File: src/rtl/core/vn_pkg.sv
// ----------------------------------------------------------------------------
// vn_pkg
// Shared widths, constants and pipeline word types for the vector normalizer.
// ----------------------------------------------------------------------------
package vn_pkg;

	localparam int CompW    = 24;
	localparam int OutFracW = 16;
	localparam int UnitW    = OutFracW + 2;
	localparam int QuotW    = OutFracW + 1;
	localparam int SqW      = 2 * CompW - 1;
	localparam int SumW     = 2 * CompW;
	localparam int RootW    = CompW;
	localparam int RemW     = RootW + 2;
	localparam int DRemW    = CompW + 1;
	localparam int Lanes    = 3;
	localparam int SqrtSteps = RootW;
	localparam int DivSteps  = QuotW;

	typedef logic [CompW-1:0] comp_t;

	typedef struct packed {
		logic [SumW-1:0]  n;
		logic [RemW-1:0]  r;
		logic [RootW-1:0] q;
		comp_t [Lanes-1:0] a;
		logic [Lanes-1:0]  neg;
	} vn_sqrt_t;

	typedef struct packed {
		logic [RootW-1:0]             mag;
		logic [Lanes-1:0]             neg;
		logic [Lanes-1:0][DRemW-1:0]  rem;
		logic [Lanes-1:0][QuotW-1:0]  q;
	} vn_div_t;

endpackage

File: src/rtl/core/vn_div_cell.sv
// ----------------------------------------------------------------------------
// vn_div_cell
// One quotient bit for all three lanes: compare against magnitude, subtract.
// ----------------------------------------------------------------------------
module vn_div_cell
	import vn_pkg::*;
(
	input  logic    clk,
	input  logic    en,
	input  vn_div_t d,
	output vn_div_t q_q
);
	vn_div_t              nxt;
	logic [DRemW-1:0]     diff;

	always_comb begin
		nxt  = d;
		diff = '0;
		for (int i = 0; i < Lanes; i++) begin
			if (d.rem[i] >= {1'b0, d.mag}) begin
				diff       = d.rem[i] - {1'b0, d.mag};
				nxt.q[i]   = {d.q[i][QuotW-2:0], 1'b1};
			end else begin
				diff       = d.rem[i];
				nxt.q[i]   = {d.q[i][QuotW-2:0], 1'b0};
			end
			nxt.rem[i] = {diff[DRemW-2:0], 1'b0};
		end
	end

	always_ff @(posedge clk) begin
		if (en) begin
			q_q <= nxt;
		end
	end
endmodule

File: config.mk
export PLATFORM = sky130hd
export DESIGN_NAME = vn_div_cell
export DESIGN_NICKNAME = d
export VERILOG_FILES = /design/src/rtl/core/vn_pkg.sv /design/src/rtl/core/vn_div_cell.sv
export SDC_FILE = /design/constraint.sdc
export NUM_CORES = 1
export LEC_CHECK = 0
export ABC_AREA = 1
export BUFFER_PORTS_ARGS = -buffer_cell sky130_fd_sc_hd__buf_2
export CORE_ASPECT_RATIO = 0.6
export CORE_MARGIN = 2
export CORE_UTILIZATION = 30
export CTS_CLUSTER_DIAMETER = 50
export DETAILED_ROUTE_END_ITERATION = 10
export PLACE_DENSITY = 0.48
export SYNTH_ARGS = -nofsm -noshare
export SYNTH_HDL_FRONTEND = slang
export SYNTH_SLANG_ARGS = --single-unit
File: constraint.sdc
create_clock -name clk -period 5.6 [get_ports clk]
set_input_delay 0.56 -clock clk [delete_from_list [all_inputs] [get_ports clk]]
set_output_delay 0.56 -clock clk [all_outputs]
set_load 0.05 [all_outputs]
* Word-level counts from Yosys, hierarchy flattened
Index checks and enable logic that the tools add are counted. Widths: inputs -> output; s select.
Storage, ports and cells: flip-flop bits (word level) 150, input port bits 155, output and inout bits 153
Cells by class: $add $sub $neg 3, order comparisons 3, multiplexer cells 6
Operator list (count):
- $ge 25x24->1 | 3
- $mux 24 | 3
- $sub 24x24->24 | 3
- $mux 1 | 3

* Depth between registers and ports, before layout
depth in word-level cells 2, depth in mapped cells 14, mapped depth without buffers 14

* Worst setup path after synthesis
OpenSTA, ideal clock, no wires.
path kind input to register, start point input port d[101] (netlist bit), end point register q_q[114] (netlist bit) (data pin), setup time 0.253 ns, arrival time 1.966 ns, data required time 5.347 ns, setup slack 3.381 ns, stages 11, path buffers 0, cells stage by stage inv_1 ha_1 fa_1 inv_1 a21oi_1 o21ai_0 nand2_1 nand3_1 nand2_1 nand2_1 nand2_1
Between the ends: longest elaborated chain between the ends 2, elaborated cells between the ends (all ways) 3
Ends and longest elaborated chain:
- start, declared | RTL line vn_div_cell.sv:10 | input vn_div_t d,
- $sub 24x24->24 / $ge 25x24->1 (equally long branches) | RTL line vn_div_cell.sv:21, vn_div_cell.sv:20
- $mux 24 (*) | RTL line vn_div_cell.sv:20 | if (d.rem[i] >= {1'b0, d.mag}) begin
- named net diff[12] | RTL line vn_div_cell.sv:14 | logic [DRemW-1:0] diff;
- end signal, assigned | RTL line vn_div_cell.sv:33 | q_q <= nxt;
- end, declared | RTL line vn_div_cell.sv:11 | output vn_div_t q_q
The timed path passes the listed nets; every way through them passes the cells marked *. A chain may end at the register's enable or synchronous reset.

==> flow_summary.yaml <==
sta:
  post-route-period-util_pct: 61.8
  finalSetupViolations: 0
  hold_viol: 0
  worst_slew_margin_rel_pct: 44.0
  worst_slack_ns: 2.14
  setup-tns-final_ns: 0
  min_period_ns: 3.46
  slew_violations: 0
  worstMarginPinSlew_ns: 0.839
  setup_repair_after_global_routing_missed_its_margin: "no"
  clock.fmax_mhz: 289
synth:
  syn_area_per_cell_um2: 7.21
  ys_warn_count: 0
  post_synthesis_cell_type_count: 31
  syn_inst: 1562
  synth-simple-area-share_pct: 35.2
  synth_top_family_by_area: "simple AND/OR/NAND/NOR gates"
  synth-adder-area-share_pct: 8.53
  synth_seq_area_share_pct: 40.0
  ys_ff_latch: 150
  number_of_synthesized_flops_with_an_enable_pin: 150
  synth_compound_gate_area_share_pct: 2.10
  muxShareOfSynthArea_pct: 0
  async_flop_share_pct: 0
  synth_xor_area_share_pct: 2.41
  yosys_most_used_dff: "sky130_fd_sc_hd__edfxtp_1"
  netlist_area_um2: 11300
route:
  routed_via_density: 4.57
  drtPass1Iterations: 5
  topRoutingLayerUsed: "met4"
  routedWlPerCell_um: 17.3
  route.met2.wl_mm: 17.5
  detail_route.iter0.violations: 906
  ant_nets_after_route: 0
  via_count: 10900
  drt-met1-wl_mm: 21.1
  routed-wl-met3_mm: 2.09
  totalWireLength_mm: 41.2
  detail_route.drc_violations: 0
clocking:
  post_cts.repair.setup_buffers: 0
  clock_tree.buffer_depth: 2
  tritoncts: "yes"
  cts_made_buffers: 17
  ctsHtreeMaxLevel: 4
  clock_sink_count: 150
  ctsResizeCount: 0
  ctsRootBufferMaster: "sky130_fd_sc_hd__clkbuf_16"
  cts.clk_slew.worst_paths_ns: 0.07
  cts_hold_repair.buffers: 0
floorplanning:
  core_area_um2: 36700
  start_util_pct: 30.7
  floorplan.io_pins: 308
  die_area_um2: 39200
  die_h_um: 154
  dieWidth_um: 254
  std_cell_rows: 54
final_layout:
  final_cell_area_um2: 13900
  layoutNonFillerInstCount: 2380
  filler_cell_count: 3926
  ff_latch_area_um2: 4500
  largest_register: "q_q"
  drive_gt1_share_pct: 19.3
  multiInputGateArea_um2: 5450
  syn2layout_area_growth_pct: 23.3
  reg.largest.list: "q_q (150)"
  final_nets: 2092
  max_ffs_per_register: 150
worst_setup_path:
  endpoint_kind: "register"
  path_cells: "buf_2 > inv_1 > ha_1 > nand2_1 > inv_1 > nand2_1 > nand2_1 > nand2_1 > nand2_1 > a21oi_4 > nand3_2 > nand2_1 > nand2_1"
  startpoint_type: "primary input"
  worst-endpoint-required_ns: 5.75
  highest_cell_delay_on_the_worst_timing_path_ns: 0.70
  cp_max_fo: 25
  timing_worst_setup_path_type: "in2reg"
  critical_path_arrival_ns: 3.61
  cp_common_cell: "sky130_fd_sc_hd__nand2_1"
  cp_slowest_cell: "sky130_fd_sc_hd__nand3_2"
global_routing:
  maximum_number_of_pins_on_one_net_before_global_route_repair: 64
  grt_use_total_pct: 20.8
  grt_pass1_vias: 9904
  grt_antenna_before_repair: 2
  grt_remaining_overflow: 0
  grt_pass1_wl_mm: 60.1
min_path:
  min-delay-path-class: "in2reg"
power_and_ir_drop:
  intPower_mw: 2.49
  pwr-share-clk_pct: 30.5
  max-vdd-ir-drop_mv: 0.215
  report.power.total_mw: 4.09
  pwr_density_cell_nw_per_um2: 295
  leakagePower_nw: 7.56
  seq_power_share_pct: 34.9
  p_sw_share_pct: 39.2
  power_switching_mw: 1.60
  combinational_share_of_power_pct: 34.6
place:
  place_inst: 2347
  placement.setup.worst_slack_ns: 1.74
  place.port_buffers: 301
  placed_area_um2: 13300
  gp_congestion: 0.953
  dp.final_hpwl_mm: 33.6
job:
  maxCapViolations: 0
status:
  run_status: "finished, final reports clean"
[worst max-delay path: cells and delay by family]
family          cells  cell delay, ns
buf+inv             3            0.45
simple gates        8            1.53
compound gates      1            0.66
fa+ha+maj           1            0.36
[path summary, 6_finish.rpt]
kind   start           endpoint  cells past startpoint  slack [ns]
max   d[141]  q_q[89]$_DFFE_PP_                     13        2.14
min    d[23]  q_q[24]$_DFFE_PP_                      1        0.29
[placed cells by master (no fill, tap or decap), types with 3 or more instances in the layout]
| cell | count |
|---|---|
| sky130_fd_sc_hd__nand2_1 | 658 |
| sky130_fd_sc_hd__inv_1 | 300 |
| sky130_fd_sc_hd__buf_2 | 300 |
| sky130_fd_sc_hd__edfxtp_1 | 150 |
| sky130_fd_sc_hd__nand4_1 | 89 |
| sky130_fd_sc_hd__nor2_1 | 81 |
| sky130_fd_sc_hd__nand3_1 | 74 |
| sky130_fd_sc_hd__ha_1 | 72 |
| sky130_fd_sc_hd__a21oi_1 | 31 |
| sky130_fd_sc_hd__xor2_1 | 26 |
| sky130_fd_sc_hd__clkbuf_16 | 17 |
| sky130_fd_sc_hd__nor3_1 | 9 |
| sky130_fd_sc_hd__nor2_2 | 6 |
| sky130_fd_sc_hd__xnor2_1 | 5 |
| sky130_fd_sc_hd__buf_4 | 5 |
| sky130_fd_sc_hd__inv_2 | 4 |
| sky130_fd_sc_hd__nand3b_1 | 4 |
| sky130_fd_sc_hd__nand3_2 | 4 |
| sky130_fd_sc_hd__bufinv_16 | 4 |
| sky130_fd_sc_hd__diode_2 | 3 |
| sky130_fd_sc_hd__o21a_1 | 3 |
| sky130_fd_sc_hd__a21oi_4 | 3 |
| sky130_fd_sc_hd__fa_1 | 3 |
| sky130_fd_sc_hd__conb_1 | 3 |
| sky130_fd_sc_hd__clkinvlp_4 | 3 |
[Yosys cell counts, drive strengths merged (5+ instances only)]
cell,number,area (um2)
xnor2,5,43.8
nand4,90,569
buf,25,170
a21oi,34,204
inv,304,1140
nor3,12,81.3
nor2,87,342
nand3,80,445
nand2,658,2470
edfxtp,150,4500
ha,72,901
xor2,26,228
[layer usage]
layer	GRT usage [%]	vias up
met1	31.8	4988
met3	2.95	23
met5	0	-
met4	4.54	0
met2	30.7	322
li1	-	5543
[metrics by stage]
| step | hold slack (ns) | util (%) |
|---|---|---|
| final | 0.288 | 37.9 |
| after global routing | 0.262 | 37.8 |
| after CTS | 0.263 | 37.8 |
| after detailed placement | 0.738 | 36.2 |
| after global placement | 0.737 | 36.2 |
| after floorplan | 0.659 | - |
[power groups by stage]
stage / sequential (mW) / clock (mW) / combinational (mW)
2_1_floorplan: 1.90 / 0 / 0.559
3_3_place_gp: 1.45 / 0 / 1.41
3_5_place_dp: 1.45 / 0 / 1.41
4_1_cts: 1.43 / 1.28 / 1.42
5_1_grt: 1.44 / 1.32 / 1.54
6_report: 1.43 / 1.25 / 1.42
[logic make-up (layout without fill, tap and decap cells)]
family          Yosys count  count (layout)
simple gates            935             935
other cells               1               6
fa+ha+maj                75              75
compound gates           39              39
flops                   150             150
buf+inv                 331             640
xor+xnor                 31              31
[final cells by class]
cell class | count | share of cell area [%]
multi-input combinational | 1083 | 39.2
clock inverter | 13 | 1.32
antenna | 3 | 0.0541
tap | 504 | 4.54
sequential | 150 | 32.4
inverter | 304 | 8.22
timing repair buffer | 306 | 11.2
clock buffer | 17 | 3.06
Power figures use the tool's default switching activity.
