$ cat config.mk
export PLATFORM = sky130hd
export DESIGN_NAME = vn_sqrt_cell
export DESIGN_NICKNAME = d
export VERILOG_FILES = /design/src/rtl/core/vn_pkg.sv /design/src/rtl/core/vn_sqrt_cell.sv
export SDC_FILE = /design/constraint.sdc
export NUM_CORES = 1
export LEC_CHECK = 0
export ABC_CLOCK_PERIOD_IN_PS = 4770
export CORE_ASPECT_RATIO = 0.75
export CORE_MARGIN = 10
export CORE_UTILIZATION = 51
export CTS_CLUSTER_SIZE = 14
export DETAILED_ROUTE_END_ITERATION = 7
export DONT_BUFFER_PORTS = 1
export GPL_ROUTABILITY_DRIVEN = 0
export HOLD_SLACK_MARGIN = 0.1
export PLACE_DENSITY = 0.66
export SETUP_SLACK_MARGIN = 0.5
export SYNTH_ARGS = -nofsm -noshare
export SYNTH_HDL_FRONTEND = slang
export SYNTH_SLANG_ARGS = --single-unit
$ cat constraint.sdc
create_clock -name clk -period 4.77 [get_ports clk]
set_clock_uncertainty 0.15 [all_clocks]
set_input_delay 1.1925 -clock clk [delete_from_list [all_inputs] [get_ports clk]]
set_output_delay 1.1925 -clock clk [all_outputs]
set_load 0.01 [all_outputs]
$ cat src/rtl/core/vn_pkg.sv
// ----------------------------------------------------------------------------
// vn_pkg
// Shared widths, constants and pipeline word types for the vector normalizer.
// ----------------------------------------------------------------------------
package vn_pkg;

	localparam int CompW    = 24;
	localparam int OutFracW = 16;
	localparam int UnitW    = OutFracW + 2;
	localparam int QuotW    = OutFracW + 1;
	localparam int SqW      = 2 * CompW - 1;
	localparam int SumW     = 2 * CompW;
	localparam int RootW    = CompW;
	localparam int RemW     = RootW + 2;
	localparam int DRemW    = CompW + 1;
	localparam int Lanes    = 3;
	localparam int SqrtSteps = RootW;
	localparam int DivSteps  = QuotW;

	typedef logic [CompW-1:0] comp_t;

	typedef struct packed {
		logic [SumW-1:0]  n;
		logic [RemW-1:0]  r;
		logic [RootW-1:0] q;
		comp_t [Lanes-1:0] a;
		logic [Lanes-1:0]  neg;
	} vn_sqrt_t;

	typedef struct packed {
		logic [RootW-1:0]             mag;
		logic [Lanes-1:0]             neg;
		logic [Lanes-1:0][DRemW-1:0]  rem;
		logic [Lanes-1:0][QuotW-1:0]  q;
	} vn_div_t;

endpackage

$ cat src/rtl/core/vn_sqrt_cell.sv
// ----------------------------------------------------------------------------
// vn_sqrt_cell
// One root digit: shift in two radicand bits, try the subtract, pass on.
// ----------------------------------------------------------------------------
module vn_sqrt_cell
	import vn_pkg::*;
(
	input  logic     clk,
	input  logic     en,
	input  vn_sqrt_t d,
	output vn_sqrt_t q_q
);
	logic [RemW+1:0] work;
	logic [RemW+1:0] trial;
	logic            take;
	vn_sqrt_t        nxt;

	always_comb begin
		work  = {d.r, d.n[SumW-1 -: 2]};
		trial = {2'b00, d.q, 2'b01};
		take  = work >= trial;
		nxt   = d;
		nxt.n = {d.n[SumW-3:0], 2'b00};
		if (take) begin
			nxt.r = RemW'(work - trial);
			nxt.q = {d.q[RootW-2:0], 1'b1};
		end else begin
			nxt.r = RemW'(work);
			nxt.q = {d.q[RootW-2:0], 1'b0};
		end
	end

	always_ff @(posedge clk) begin
		if (en) begin
			q_q <= nxt;
		end
	end
endmodule

## After elaboration in Yosys (flattened, before gate mapping)

Index checks and enable logic that the tools add are counted.

- Magnitude comparators: 1
- Mux-type cells: 1
- $add $sub $neg: 1

Operator list:

| kind | number |
|---|---|
| $mux W50 | 1 |
| $ge A28 B26 Y1 | 1 |
| $sub A26 B26 Y26 | 1 |

- Output and inout port bits: 173
- Input bits: 175
- Logic and storage cells: 10
- Bits in registers: 171

## Logic depth before layout (Yosys ltp)

Gate-level depths: netlist of the first run.

- Depth after elaboration: 2
- Gate-level depth with buffers: 11
- Mapped depth without buffers: 10

## Worst setup path before layout of the first run

Ideal clock, no wire load.

- Path kind: input to register
- From: input d[75] in the netlist's numbering
- To: register q_q[107] in the netlist's numbering, data pin
- Data required time: 4.360 ns
- Buffers on the path: 1
- Data arrival time: 3.193 ns
- Library setup time: 0.260 ns
- Slack: 1.167 ns
- Cell stages on the path: 11
- Cell sequence: inv_1 > ha_1 > nand2b_1 > a211o_1 > a21oi_2 > o211ai_2 > a31oi_2 > nor2_2 > o21ai_4 > buf_12 > mux2_4

RTL lines:

| what | RTL line | text |
|---|---|---|
| start, declared | vn_sqrt_cell.sv:10 | `input vn_sqrt_t d,` |
| end signal, assigned | vn_sqrt_cell.sv:35 | `q_q <= nxt;` |
| end, declared | vn_sqrt_cell.sv:11 | `output vn_sqrt_t q_q` |

==> flow_summary.yaml, run 1 <==
sta:
  rsz0062_at_grt: "false"
  layout_setup_ws_ns: 1.05
  slew_viol_final: 0
  final.period_utilization: 0.779
  period_needed_ns: 3.72
  relSlewSlack: 0.628
  hold_viol: 0
  fmax_mhz: 269
  tightest_slew_ns: 0.555
  tns_ns: 0
  finalSetupViolCount: 0
cells_and_area:
  reg_top3: "q_q: 171 flops"
  n_fill_cell: 1014
  fin_util: 0.588
  final_common_cell: "edfxtp_1"
  top_register: "q_q"
  nets: 637
  mostFrequentLayoutCells: "171 x edfxtp_1, 30 x inv_1, 26 x ha_1"
  antenna_cells: 0
  syn2layout_area_growth_pct: 11.3
  drive_above_1_share: 0.140
  largest_register_ffs: 171
synth:
  ys_seq_area_frac: 0.736
  synth_top_area_frac: 0.736
  synth-adder-area-share: 0.0466
  synthMuxAreaShare: 0.0470
  synth_top_family_by_area: "compound AO/OA/AOI/OAI gates"
  synth_area_um2: 6980
  synth-xor-area-share: 0.0289
  synth.yosys.warnings: 0
  synth-compound-area-share: 0.0685
  synth_edf_count: 171
  ys_async_sr_fraction: 0
  ys_types: 50
  synth_flop_cell: "edfxtp_1"
  yosys.area.top_type: "edfxtp_1"
  synthCells: 420
  syn_avg_cell_area_um2: 16.6
  yosys-top-cells-area: "edfxtp_1 74%, ha_1 4.7%, mux2_4 3.4%, xnor2_1 1.6%, inv_1 1.6%"
  ys_seq_elements: 171
  yosys.area_share.simple: 0.0472
outcome:
  status: "completed"
power:
  power_density_nw_per_um2: 469
  leakage_uw: 0.00292
  vdd_ir_drop_max_mv: 0.325
  p_total_uw: 3640
setup_path:
  crit_path_start_kind: "primary input"
  path_class: "primary input to flop"
  critPathRequiredTime_ns: 4.79
  end_kind: "flop"
  cp_max_fo: 11
  cp.arrival_ns: 3.73
  crit_start: "d[75]"
clocking:
  cts_root_buffer: "clkbuf_16"
  numCtsBuffers: 17
  path_clk_slew_ns: 0.07
  clockBufferDepth: 2
  post_cts_resized: 0
  clock_sinks: 171
  cts.hold.buffers_added: 0
  tritoncts: "yes"
  postCtsSetupBuffers: 0
  htreeDepth: 4
floorplan:
  rows: 36
  dieArea_um2: 18800
  io_pins: 348
  die_h_um: 121
  die_x_um: 155
  start_util: 0.529
  core_um2: 13200
detailed_routing:
  drtPass1Iterations: 5
  drc_errors: 0
  wl_per_cell_um: 30.3
  via_count: 3544
  vias_per_cell: 5.72
  drt_iter0_drc: 229
  drtAntennaViolNets: 0
  drt-total-wl_um: 18800
placed_design:
  port-buffer-count: 0
  place_ws_ns: 0.634
  dp_hpwl_um: 15200
global_route:
  grt-busiest-layer: "met2"
  grt_pass1_vias: 3536
  grt_pass1_wl_um: 25600
  grt_max_degree: 172
  track_usage: 0.188
  antenna_found_initial: 2
  grt_util_met1: 0.202
  met3_usage: 0.118
  use_met2: 0.300
  grt-ovfl-total: 0
min_path:
  holdCritPathClass: "primary input to flop"
  worstHoldStart: "d[135]"
flow_run:
  cap_violations: 0
[Yosys cell counts, types with 2 or more instances]
cell,instances
buf_12,2
mux2i_1,2
buf_2,2
nand2b_1,3
buf_4,2
nor2b_1,3
nand2_1,21
a41oi_1,2
o21bai_1,2
and2_1,3
o21a_1,3
mux2_4,16
mux2_2,6
and3_1,3
nor2_1,16
a21o_1,6
o31ai_1,2
a21oi_1,21
and4_1,2
edfxtp_1,171
nor3_1,6
xnor2_1,13
o21ai_0,15
o211ai_1,2
a211oi_1,6
inv_1,30
nor2_2,2
nand4_1,2
xor2_1,10
ha_1,26
[layer usage]
| layer | part of all wire | up-vias |
|---|---|---|
| met2 | 0.49 | 215 |
| met3 | 0.14 | 21 |
| li1 | - | 1619 |
| met4 | 0.013 | 4 |
| met1 | 0.36 | 1685 |
| met5 | 0.0015 | - |
[power breakdown]
part | total [uW] | switching, uW | leakage, uW | internal, uW
Sequential | 1980 | 150 | 0.00167 | 1830
Clock | 1390 | 629 | 0.000299 | 761
Combinational | 271 | 135 | 0.000948 | 136
Total | 3640 | 915 | 0.00292 | 2720
[cell families after synthesis]
| group | count (synthesis) |
|---|---|
| compound gates | 72 |
| xor+xnor | 23 |
| fa+ha+maj | 26 |
| buf+inv | 36 |
| flops | 171 |
| mux | 24 |
| other cells | 1 |
| simple gates | 67 |
[stage by stage]
stage,cells,cell area (um2),hold slack [ns]
after floorplan,421,6980,1.14
after global placement,588,7150,1.14
after detailed placement,588,7150,1.14
after CTS,620,7760,0.692
after global routing,620,7760,0.682
final,620,7760,0.712
[area by class of cell]
| type | instances | area [um2] | share of cell area |
|---|---|---|---|
| Clock inverter | 15 | 194 | 0.0250 |
| Timing Repair Buffer | 2 | 15.0 | 0.00193 |
| Inverter | 30 | 113 | 0.0145 |
| Sequential cell | 171 | 5130 | 0.661 |
| Multi-Input combinational cell | 214 | 1670 | 0.215 |
| Clock buffer | 17 | 425 | 0.0548 |
| Tap cell | 171 | 214 | 0.0276 |
[worst paths after layout]
| check | endpoint | slack [ns] | depth (start not counted) |
|---|---|---|---|
| worst max-delay path | q_q[116] | 1.05 | 11 |
| worst min-delay path | q_q[137] | 0.71 | 0 |
[worst max-delay path, stage by stage]
cell and delay (ns):
inv_1 0.02, ha_1 0.37, nand2b_1 0.10, a211o_1 0.30
a21oi_2 0.19, o211ai_2 0.11, a31oi_2 0.23, nor2_2 0.09
o21ai_4 0.48, buf_4 0.31, mux2_4 0.32
Power figures use the tool's default switching activity.
==> run 2, diff against run 1 <==
--- a/config.mk
+++ b/config.mk
@@ -5,7 +5,8 @@
 export SDC_FILE = /design/constraint.sdc
 export NUM_CORES = 1
 export LEC_CHECK = 0
-export ABC_CLOCK_PERIOD_IN_PS = 4770
+export ABC_AREA = 1
+export ABC_CLOCK_PERIOD_IN_PS = 3800
 export CORE_ASPECT_RATIO = 0.75
 export CORE_MARGIN = 10
 export CORE_UTILIZATION = 51
==> constraint.sdc (replaced) <==
create_clock -name clk -period 3.8 [get_ports clk]
set_clock_uncertainty 0.15 [all_clocks]
set_input_delay 0.95 -clock clk [delete_from_list [all_inputs] [get_ports clk]]
set_output_delay 0.95 -clock clk [all_outputs]
set_load 0.01 [all_outputs]
==> run 2 against run 1 <==
  * Clock-buffer cell count increased by 4
  * Final area up 7.2%
  * Setup slack lost 0.093 ns
  * Largest cell class unchanged
  * Largest power group unchanged
  * Highest routed layer unchanged
==> flow_summary.yaml, run 2 <==
cells_and_area:
  nets: 887
  n_fill_cell: 1185
  drive_above_1_share: 0.0558
  top_register: "q_q"
  final_common_cell: "nand2_1"
  largest_register_ffs: 171
  mostFrequentLayoutCells: "204 x nand2_1, 171 x edfxtp_1, 126 x inv_1"
  fin_cells: 900
  fin_util: 0.574
  reg_top3: "q_q: 171 flops"
  syn2layout_area_growth_pct: 10.3
detailed_routing:
  drtPass1Iterations: 5
  drt-total-wl_um: 20600
  via_count: 4617
  vias_per_cell: 5.13
  drtAntennaViolNets: 0
  wl_per_cell_um: 22.9
  drt_iter0_drc: 344
  drc_errors: 0
synth:
  synth_edf_count: 171
  ys_async_sr_fraction: 0
  ys_seq_elements: 171
  synthTopCellsByCount: "204 x nand2_1, 171 x edfxtp_1, 126 x inv_1, 29 x nor2_1, 27 x nand3_1"
  ys_types: 28
  yosys.area.top_type: "edfxtp_1"
  synth_top_area_frac: 0.681
  yosys-top-cells-area: "edfxtp_1 68%, nand2_1 10%, inv_1 6.3%, ha_1 4.3%, nand3_1 1.8%"
  synth.yosys.warnings: 0
  synth_area_um2: 7540
  ys_seq_area_frac: 0.681
  synth_flop_cell: "edfxtp_1"
  synthCells: 673
  yosysMostFrequentCell: "nand2_1"
  syn_avg_cell_area_um2: 11.2
min_path:
  holdCritPathClass: "primary input to flop"
global_route:
  track_usage: 0.199
  antenna_found_initial: 2
  grt_pass1_vias: 4576
  grt-ovfl-total: 0
  grt_max_degree: 172
  grt_pass1_wl_um: 30100
power:
  leakage_uw: 0.00362
  clock_power_share: 0.371
  power_density_nw_per_um2: 540
  seq_power_share: 0.551
  swShare: 0.257
  vdd_ir_drop_max_mv: 0.252
  switchingPower_uw: 1150
  comb_power_share: 0.078
  p_int_uw: 3340
floorplan:
  die_h_um: 125
  core_um2: 14500
  dieArea_um2: 20100
  rows: 38
  die_x_um: 160
  start_util: 0.520
  io_pins: 348
sta:
  slew_viol_final: 0
  hold_viol: 0
  final.period_utilization: 0.747
  fmax_mhz: 352
  tns_ns: 0
  period_needed_ns: 2.84
  finalSetupViolCount: 0
  layout_setup_ws_ns: 0.960
  rsz0062_at_grt: "false"
  fin_hold_ws_ns: 0.465
clocking:
  postCtsSetupBuffers: 0
  numCtsBuffers: 17
  clockBufferDepth: 2
  cts.hold.buffers_added: 0
  htreeDepth: 4
  cts_root_buffer: "clkbuf_16"
  post_cts_resized: 0
  tritoncts: "yes"
  path_clk_slew_ns: 0.07
  clock_sinks: 171
setup_path:
  cp_max_fo: 39
  cp.arrival_ns: 2.84
  critPathRequiredTime_ns: 3.80
  end_kind: "flop"
  path_class: "primary input to flop"
  cp_slowest_cell: "ha_1"
  crit_path_max_incr_delay_ns: 0.35
  path_cells: "inv_1, ha_1, nand2_1, nor2_1, nand2_1, nor2_1, nand2_2, nand3_2, buf_4, o21ai_0"
  crit_path_start_kind: "primary input"
placed_design:
  place_ws_ns: 0.522
  placed_cells: 867
  dp_hpwl_um: 16600
  port-buffer-count: 0
outcome:
  status: "completed"
flow_run:
  cap_violations: 0
run 2: cell types whose count changed after synthesis, sizes merged, moves of 7 or more:
| cell | change |
|---|---|
| nand2 | +185 |
| inv | +96 |
| nand3 | +29 |
| mux2 | -22 |
| nand4 | +18 |
| nor2 | +12 |
| xnor2 | -12 |
| a21oi | -7 |
run 2: logic make-up (layout without fill, tap and decap cells):
family,after synthesis,count (layout),synth area share
simple gates,294,294,0.166
other cells,1,3,0.000497
xor+xnor,13,13,0.0151
compound gates,32,32,0.0240
flops,171,171,0.681
buf+inv,136,161,0.0711
fa+ha+maj,26,26,0.0431
run 2: stage by stage:
step / power [uW] / area [um2]
2_1_floorplan: 2730 / 7550
3_3_place_gp: 2870 / 7760
3_5_place_dp: 2870 / 7760
4_1_cts: 4540 / 8320
5_1_grt: 4690 / 8330
6_report: 4490 / 8330
run 2: worst paths after layout:
check | slack [ns] | end | cells after the start | from
setup / recovery | 0.96 | q_q[109] | 10 | d[97]
hold / removal | 0.46 | q_q[74] | 0 | d[74]
run 2: final cells by class:
class	instances	area, um2	area share
clock buffers	21	440	0.0529
well taps	200	250	0.0301
inverters	126	473	0.0568
diodes	1	2.50	0.000301
multi-input cells	367	1880	0.225
flip-flops and latches	171	5130	0.617
clock inverters	11	125	0.0150
repair buffers	3	22.5	0.00271
run 2: metal layers:
metal	up-vias	part of all wire	GRT usage
li1	2238	-	-
met1	2133	0.36	0.216
met2	217	0.52	0.350
met3	27	0.097	0.0826
met4	2	0.017	0.0609
met5	-	0.00063	0
run 2: power groups by stage:
stage	registers, uW	clock network, uW	logic [uW]
finish	2480	1670	350
global placement	2520	0	342
CTS	2490	1710	350
floorplan	2460	0	279
global route	2490	1790	405
detailed placement	2530	0	347
run 2: critical path, delay by kind of cell:
family / cells / cell delay, ns
AOI/OAI and AO/OA: 1 / 0.15
adders and majority gates: 1 / 0.35
buffers and inverters: 2 / 0.37
and+or+nand+nor: 6 / 1.00
